File: config.mk
export PLATFORM = sky130hd
export DESIGN_NAME = integer_insertion_sorter_flat
export DESIGN_NICKNAME = d
export VERILOG_FILES = /design/src/rtl/iis_pkg.sv /design/src/rtl/iis_if.sv /design/src/rtl/iis_cell.sv /design/src/rtl/integer_insertion_sorter.sv /design/src/flat_wrapper.sv
export SDC_FILE = /design/constraint.sdc
export NUM_CORES = 2
export LEC_CHECK = 0
export BUFFER_PORTS_ARGS = -buffer_cell sky130_fd_sc_hd__buf_2
export CAP_MARGIN = 20
export CORE_MARGIN = 5
export CORE_UTILIZATION = 30
export CTS_CLUSTER_SIZE = 12
export DETAILED_ROUTE_END_ITERATION = 12
export PLACE_DENSITY = 0.57
export SLEW_MARGIN = 10
export SYNTH_ARGS = -nofsm -noshare
export SYNTH_HDL_FRONTEND = slang
export SYNTH_SLANG_ARGS = --single-unit
export TNS_END_PERCENT = 50
File: constraint.sdc
create_clock -name clk -period 5.4 [get_ports clk]
set_input_delay 0.27 -clock clk [delete_from_list [all_inputs] [get_ports clk]]
set_output_delay 0.27 -clock clk [all_outputs]
set_load 0.01 [all_outputs]
File: src/rtl/iis_pkg.sv
`timescale 1ns / 1ps
package iis_pkg;

  // Number of cells in the sorting chain.
  localparam int unsigned CAPACITY = 16;

  // Width of one integer word.
  localparam int unsigned WIDTH = 32;

  // What one cell shows to its neighbors.
  typedef struct packed {
    logic signed [WIDTH-1:0] value;
    logic                    occ;
    logic                    gt;
  } link_t;

  // Command broadcast to every cell of the chain.
  typedef struct packed {
    logic                    insert;
    logic                    shift;
    logic signed [WIDTH-1:0] value;
  } ctl_t;

endpackage

File: src/rtl/iis_if.sv
`timescale 1ns / 1ps
// Word channel carrying unsorted integers into the sorter.
interface iis_in_if;
  logic                                 valid;
  logic                                 ready;
  logic signed [iis_pkg::WIDTH-1:0]     value;
  logic                                 final_item;

  modport source(output valid, output value, output final_item, input ready);
  modport sink(input valid, input value, input final_item, output ready);
endinterface

// Word channel carrying the sorted run out of the sorter.
interface iis_out_if;
  logic                                 valid;
  logic                                 ready;
  logic signed [iis_pkg::WIDTH-1:0]     sorted_value;
  logic                                 run_end;
  logic                                 overflow;

  modport source(output valid, output sorted_value, output run_end, output overflow,
                 input ready);
  modport sink(input valid, input sorted_value, input run_end, input overflow,
               output ready);
endinterface

File: src/rtl/iis_cell.sv
`timescale 1ns / 1ps
module iis_cell (
  input  logic           clk,
  input  logic           rst,
  input  iis_pkg::ctl_t  ctl,
  input  iis_pkg::link_t left,
  input  iis_pkg::link_t right,
  output iis_pkg::link_t link
);

  logic signed [iis_pkg::WIDTH-1:0] value;
  logic signed [iis_pkg::WIDTH-1:0] value_next;
  logic                             occ;
  logic                             occ_next;
  logic                             gt;

  // The held word is strictly greater than the broadcast word, so it moves right.
  assign gt = occ && (value > ctl.value);

  // On insert, a cell that must make room takes its left neighbor's word when that
  // one also moves, otherwise the new word. On shift, the chain moves one place left.
  always_comb begin
    value_next = value;
    occ_next   = occ;
    if (ctl.shift) begin
      value_next = right.value;
      occ_next   = right.occ;
    end else if (ctl.insert && (gt || !occ) && left.occ) begin
      value_next = left.gt ? left.value : ctl.value;
      occ_next   = 1'b1;
    end
  end

  always_ff @(posedge clk) begin
    value <= value_next;
  end

  always_ff @(posedge clk) begin
    if (rst) begin
      occ <= 1'b0;
    end else begin
      occ <= occ_next;
    end
  end

  assign link.value = value;
  assign link.occ   = occ;
  assign link.gt    = gt;

endmodule

File: src/rtl/integer_insertion_sorter.sv
`timescale 1ns / 1ps
// Latency: a word sits in its cell from the edge that takes it; the first sorted word
// is offered in the cycle after the word flagged final is taken.
// Throughput: one word per cycle while a set is collected; the drain moves one word
// per accepted output.
// No word is taken during the drain. The run is emitted straight from the first cell.
// Reset clears every occupancy bit and the drain and drop flags; no clearing pass.
module integer_insertion_sorter #(
  parameter int unsigned CAPACITY = iis_pkg::CAPACITY
) (
  input  logic      clk,
  input  logic      rst,
  iis_in_if.sink    in_ch,
  iis_out_if.source out_ch
);

  iis_pkg::link_t links [CAPACITY];
  iis_pkg::ctl_t  ctl;

  logic draining;
  logic dropped;
  logic in_acc;
  logic out_acc;
  logic full;
  logic last_word;

  assign full      = links[CAPACITY-1].occ;
  assign in_acc    = in_ch.valid && in_ch.ready;
  assign out_acc   = out_ch.valid && out_ch.ready;
  assign last_word = !links[1].occ;

  // Broadcast command: insert while collecting, shift left while draining.
  assign ctl.insert = in_acc && !full;
  assign ctl.shift  = out_acc;
  assign ctl.value  = in_ch.value;

  // Chain of cells; the ends see a fixed full neighbor on the left, empty on the right.
  for (genvar i = 0; i < CAPACITY; i++) begin : g_cell
    iis_pkg::link_t left;
    iis_pkg::link_t right;

    if (i == 0) begin : g_head
      assign left = '{value: '0, occ: 1'b1, gt: 1'b0};
    end else begin : g_mid_l
      assign left = links[i-1];
    end

    if (i == CAPACITY - 1) begin : g_tail
      assign right = '{value: '0, occ: 1'b0, gt: 1'b0};
    end else begin : g_mid_r
      assign right = links[i+1];
    end

    iis_cell u_cell (
      .clk  (clk),
      .rst  (rst),
      .ctl  (ctl),
      .left (left),
      .right(right),
      .link (links[i])
    );
  end

  // Drain and drop flags for the current set.
  always_ff @(posedge clk) begin
    if (rst) begin
      draining <= 1'b0;
      dropped  <= 1'b0;
    end else begin
      if (in_acc && in_ch.final_item) begin
        draining <= 1'b1;
      end else if (out_acc && last_word) begin
        draining <= 1'b0;
      end
      if (in_acc && full) begin
        dropped <= 1'b1;
      end else if (out_acc && last_word) begin
        dropped <= 1'b0;
      end
    end
  end

  assign in_ch.ready         = !draining;
  assign out_ch.valid        = draining && links[0].occ;
  assign out_ch.sorted_value = links[0].value;
  assign out_ch.run_end      = last_word;
  assign out_ch.overflow     = dropped;

  // The two sides never run at once.
  a_excl: assert property (@(posedge clk) disable iff (rst)
    !(in_ch.ready && out_ch.valid))
    else $error("input taken while a run is pending");

  // A drain that is not at its last word keeps offering words.
  a_drain_cont: assert property (@(posedge clk) disable iff (rst)
    out_acc && !out_ch.run_end |=> out_ch.valid)
    else $error("run broke off before its last word");

  // The last word of a run hands control back to the input side.
  a_drain_end: assert property (@(posedge clk) disable iff (rst)
    out_acc && out_ch.run_end |=> in_ch.ready && !out_ch.overflow)
    else $error("run end did not empty the store");

  // A set closed by the final word always has at least one word to emit.
  a_nonempty: assert property (@(posedge clk) disable iff (rst)
    in_acc && in_ch.final_item |=> out_ch.valid)
    else $error("closed set produced no run");

endmodule
File: src/flat_wrapper.sv
// flat-port wrapper written by rule: the top's interface ports become plain ports
module integer_insertion_sorter_flat 
#(
  parameter int unsigned CAPACITY = iis_pkg::CAPACITY
)
  (clk, rst, in_ch_valid, in_ch_value, in_ch_final_item, in_ch_ready, out_ch_valid, out_ch_sorted_value, out_ch_run_end, out_ch_overflow, out_ch_ready);
  iis_in_if in_ch_i ();
  iis_out_if out_ch_i ();
  input  logic clk;
  input  logic rst;
  input wire logic [$bits(in_ch_i.valid)-1:0] in_ch_valid;
  input wire logic [$bits(in_ch_i.value)-1:0] in_ch_value;
  input wire logic [$bits(in_ch_i.final_item)-1:0] in_ch_final_item;
  output wire logic [$bits(in_ch_i.ready)-1:0] in_ch_ready;
  output wire logic [$bits(out_ch_i.valid)-1:0] out_ch_valid;
  output wire logic [$bits(out_ch_i.sorted_value)-1:0] out_ch_sorted_value;
  output wire logic [$bits(out_ch_i.run_end)-1:0] out_ch_run_end;
  output wire logic [$bits(out_ch_i.overflow)-1:0] out_ch_overflow;
  input wire logic [$bits(out_ch_i.ready)-1:0] out_ch_ready;
  assign in_ch_i.valid = in_ch_valid;
  assign in_ch_i.value = in_ch_value;
  assign in_ch_i.final_item = in_ch_final_item;
  assign in_ch_ready = in_ch_i.ready;
  assign out_ch_valid = out_ch_i.valid;
  assign out_ch_sorted_value = out_ch_i.sorted_value;
  assign out_ch_run_end = out_ch_i.run_end;
  assign out_ch_overflow = out_ch_i.overflow;
  assign out_ch_i.ready = out_ch_ready;
  integer_insertion_sorter #(.CAPACITY(CAPACITY)) u_core (.clk(clk), .rst(rst), .in_ch(in_ch_i), .out_ch(out_ch_i));
endmodule
==> run metrics <==
Final period util 71.35%; Via-to-Cell Ratio between 6 and 7; fin. max-slew vios 0; number of failing hold endpoints at the final stage 0; n_diodes 0; number of nets in the final layout approximately 4,400; unrepaired setup endpoints after global routing false; first-pass GRT wire length 197,900 microns; synthesized netlist cell count about 3,900; flop2flop setup slack 1550 ps; starting density of the core a little under a third; antenna viol nets, final 0; number of maximum-capacitance violations 0; Crit path required time 5800 ps; worst reg2reg path startpoint u_core.g_cell[8].u_cell.value[27]; WS Path Type reg -> reg; switching power as a share of total power approximately 28%; number of cells on the worst hold path 2; cell taking the most area after synthesis sky130_fd_sc_hd__edfxtp_1; portion of the post-synthesis area used by sequential elements about two fifths; total of endpoints with negative setup slack in the final report 0; Pint just under 8 mW; top-area cell type share of the netlist area 37.61%; Worst path slowest cell sky130_fd_sc_hd__or4_1; actual slew at the worst max-slew pin about 1100 ps; clock tree from TritonCTS done; number of design-rule violations left by the first detailed-router iteration roughly 3,700; width of the die between 300 and 400 microns; status completed; worst hold start rst; die height 367.4 microns; area grow syn2layout 12.07%; arrival time reported for the critical path endpoint around 4300 ps; CP bufs+invs 1; Min-Delay Path Class in -> reg; CP dominant cell by count sky130_fd_sc_hd__or4_1; Post-Route WL 130,400 microns; static leakage 17.00 nW; first-pass iteration count of the detailed router 6; vias in the first global route 32,150; Clock transition at path regs ~60 ps; Net Count, Synth around 4,400; number of buffers inserted by post-CTS setup repair 0; Max-slew headroom around 29%; Max rail drop VDD ~0.18 mV; most numerous cell in the Yosys netlist sky130_fd_sc_hd__nand2_1; final estimated routing congestion in global placement between 0.8 and 0.9; maximum net fanout on the critical path 18; Rows between 100 and 150; cts bufs inserted about 60; dpl cell area roughly 0.04 sq mm; sequential cell fraction of total power between 40% and 50%; worst-skew pair later-pin latency 670 ps; Slowest Stage Delay on Critical Path 670 ps; Gate power share between 10% and 20%; Critical Path Sink Type flip-flop; Hold EP u_core.g_cell[0].u_cell.occ; post-synthesis cell area around 0.038 sq mm; leading post-synthesis cells by instance count 582 x sky130_fd_sc_hd__nand2_1, 493 x sky130_fd_sc_hd__a21oi_1, 480 x sky130_fd_sc_hd__edfxtp_1, 480 x sky130_fd_sc_hd__ha_1, 386 x sky130_fd_sc_hd__a221o_1; number of top-level design ports 73; capture instance of the worst register-to-register path u_core.g_cell[9].u_cell.value[20]; share of cells above drive strength 1 a little under a tenth; per-cell routed wire length around 23 microns; Critical Path Source Type flip-flop; largest net degree at the start of global routing about 140; Period minus WS final ~3900 ps; number of antenna violations at the first check in global routing 2; die area 0.1350 sq mm; proportion of synthesized flip-flops having asynchronous set or reset 0%; remaining design rule violation count 0; top cells by area, synth sky130_fd_sc_hd__edfxtp_1 38%, sky130_fd_sc_hd__ha_1 16%, sky130_fd_sc_hd__a221o_1 10%; power density normalized to cell area approximately 260 mW/mm^2; design area 0.04295 sq mm; number of synthesized flops with an enable pin 480; I/O Buffers between 70 and 80; worst-case reg-to-reg path depth 8; Synth Flop Type sky130_fd_sc_hd__edfxtp_1; Core Area approximately 0.13 sq mm; cell type group with the largest total delay on the critical path simple AND/OR/NAND/NOR gates; Max Buffers Root-to-Sink 3; post-detailed-placement half-perimeter wirelength between 90,000 and 100,000 microns; count of vias placed by the detailed router roughly 34,000; count of H-tree levels built during CTS 2; Total Neg Setup Slack 0 ps; Synth cell types slightly above 60; Total Routing Usage GR between 10% and 20%; switching power total between 3 and 4 mW; clock tree root driver cell sky130_fd_sc_hd__clkbuf_16; crit path cell chain ha_1 > nand4_1 > or4_1 > nor3_1 > or4_1 > buf_4 > a21oi_1 > a221o_1; number of flip-flops and latches in the synthesized netlist 530; Num Clock Sinks 530; Post-Route Skew 32.92 ps; Yosys warning total 0; share of power burned in the clock network a little under two fifths; maximum operating frequency 0.2595 GHz; global-route congestion overflow total 0; average cell area after synthesis around 9.8 sq um
registers in the layout (all words and copies together), names as in the netlist:
register                    count
u_core.draining                 1
u_core.g_cell.u_cell.occ       16
u_core.g_cell.u_cell.value    512
u_core.out_ch.overflow          1
power groups by stage:
stage / combinational, mW / sequential (mW) / clock [mW]
after global routing: 2.10 / 4.97 / 4.43
after CTS: 1.88 / 4.95 / 4.30
final: 1.90 / 4.95 / 4.22
after detailed placement: 1.88 / 5.03 / 0
after floorplan: 1.29 / 4.98 / 0
after global placement: 1.82 / 5.03 / 0
cells in the final DEF, fill, tap and decap left out, types with 63 or more instances in the layout:
master | netlist | final
sky130_fd_sc_hd__buf_4 | 0 | 141
sky130_fd_sc_hd__nor2_1 | 93 | 82
sky130_fd_sc_hd__nand3_1 | 114 | 114
sky130_fd_sc_hd__buf_2 | 28 | 72
sky130_fd_sc_hd__a21oi_1 | 493 | 493
sky130_fd_sc_hd__nand2_1 | 582 | 580
sky130_fd_sc_hd__nor3_1 | 86 | 86
sky130_fd_sc_hd__clkbuf_16 | 0 | 63
sky130_fd_sc_hd__ha_1 | 480 | 480
sky130_fd_sc_hd__a21o_1 | 77 | 77
sky130_fd_sc_hd__inv_1 | 79 | 79
sky130_fd_sc_hd__nand4_1 | 133 | 133
sky130_fd_sc_hd__edfxtp_1 | 480 | 480
sky130_fd_sc_hd__a221o_1 | 386 | 386
final cells by class:
type / count / area, sq um
clock buffers: 89 / 1774
clock inverters: 25 / 191.4
fillers: 12902 / 84240
flip-flops and latches: 530 / 15410
multi-input cells: 2983 / 21610
well taps: 1662 / 2079
inverters: 79 / 296.5
repair buffers: 222 / 1584
per-stage QoR:
step	power [mW]	utilization, %	hold slack (ps)	setup slack [ps]	cells
finish	11.08	33.77	170.0	1547	5590
global route	11.51	33.77	141.1	1358	5590
CTS	11.13	33.76	113.2	1576	5589
detailed placement	6.913	32.21	511.5	976.0	5474
global placement	6.855	32.21	527.9	1045	5474
floorplan	6.275	-	410.5	181.4	3927
cells by family after synthesis:
kind of cell,share of synthesized area [%]
flops,40.22
xor+xnor,0.02286
mux,0.05549
compound gates,25.16
simple gates,14.53
fa+ha+maj,15.67
buf+inv,4.342
worst reg2reg max path, delay by kind of cell, from the launching register on:
| family | cells | cell delay, ps |
|---|---|---|
| adder cells (fa/ha/maj) | 1 | 350 |
| buffers and inverters | 1 | 330 |
| flip-flops | 1 | 440 |
| AND/OR/NAND/NOR | 4 | 2100 |
| AO/OA/AOI/OAI | 2 | 380 |
what timing repair did:
action / 4_1_cts / 5_1_grt
hold endpoints to repair: 1 / 0
resized for setup: 0 / 0
hold buffers: 1 / 0
worst max-delay path by stage:
stage	from	end	cells past startpoint
finish	u_core.g_cell[8].u_cell.value[27]	u_core.g_cell[9].u_cell.value[20]	8
global route	u_core.g_cell[8].u_cell.value[27]	u_core.g_cell[9].u_cell.value[20]	8
CTS	u_core.g_cell[8].u_cell.value[27]	u_core.g_cell[9].u_cell.value[20]	8
detailed placement	in_ch_value[23]	u_core.g_cell[12].u_cell.value[26]	11
global placement	in_ch_value[23]	u_core.g_cell[9].u_cell.value[27]	11
floorplan	in_ch_value[25]	u_core.g_cell[7].u_cell.value[0]	11
routing by layer:
| layer | wire length, microns | global-route usage, % | vias up |
|---|---|---|---|
| li1 | - | - | 15555 |
| met1 | 61460 | 27.20 | 16553 |
| met2 | 56630 | 27.82 | 1390 |
| met3 | 9022 | 1.962 | 182 |
| met4 | 3262 | 4.801 | 0 |
| met5 | 0 | 0 | - |
Power figures use the tool's default switching activity.
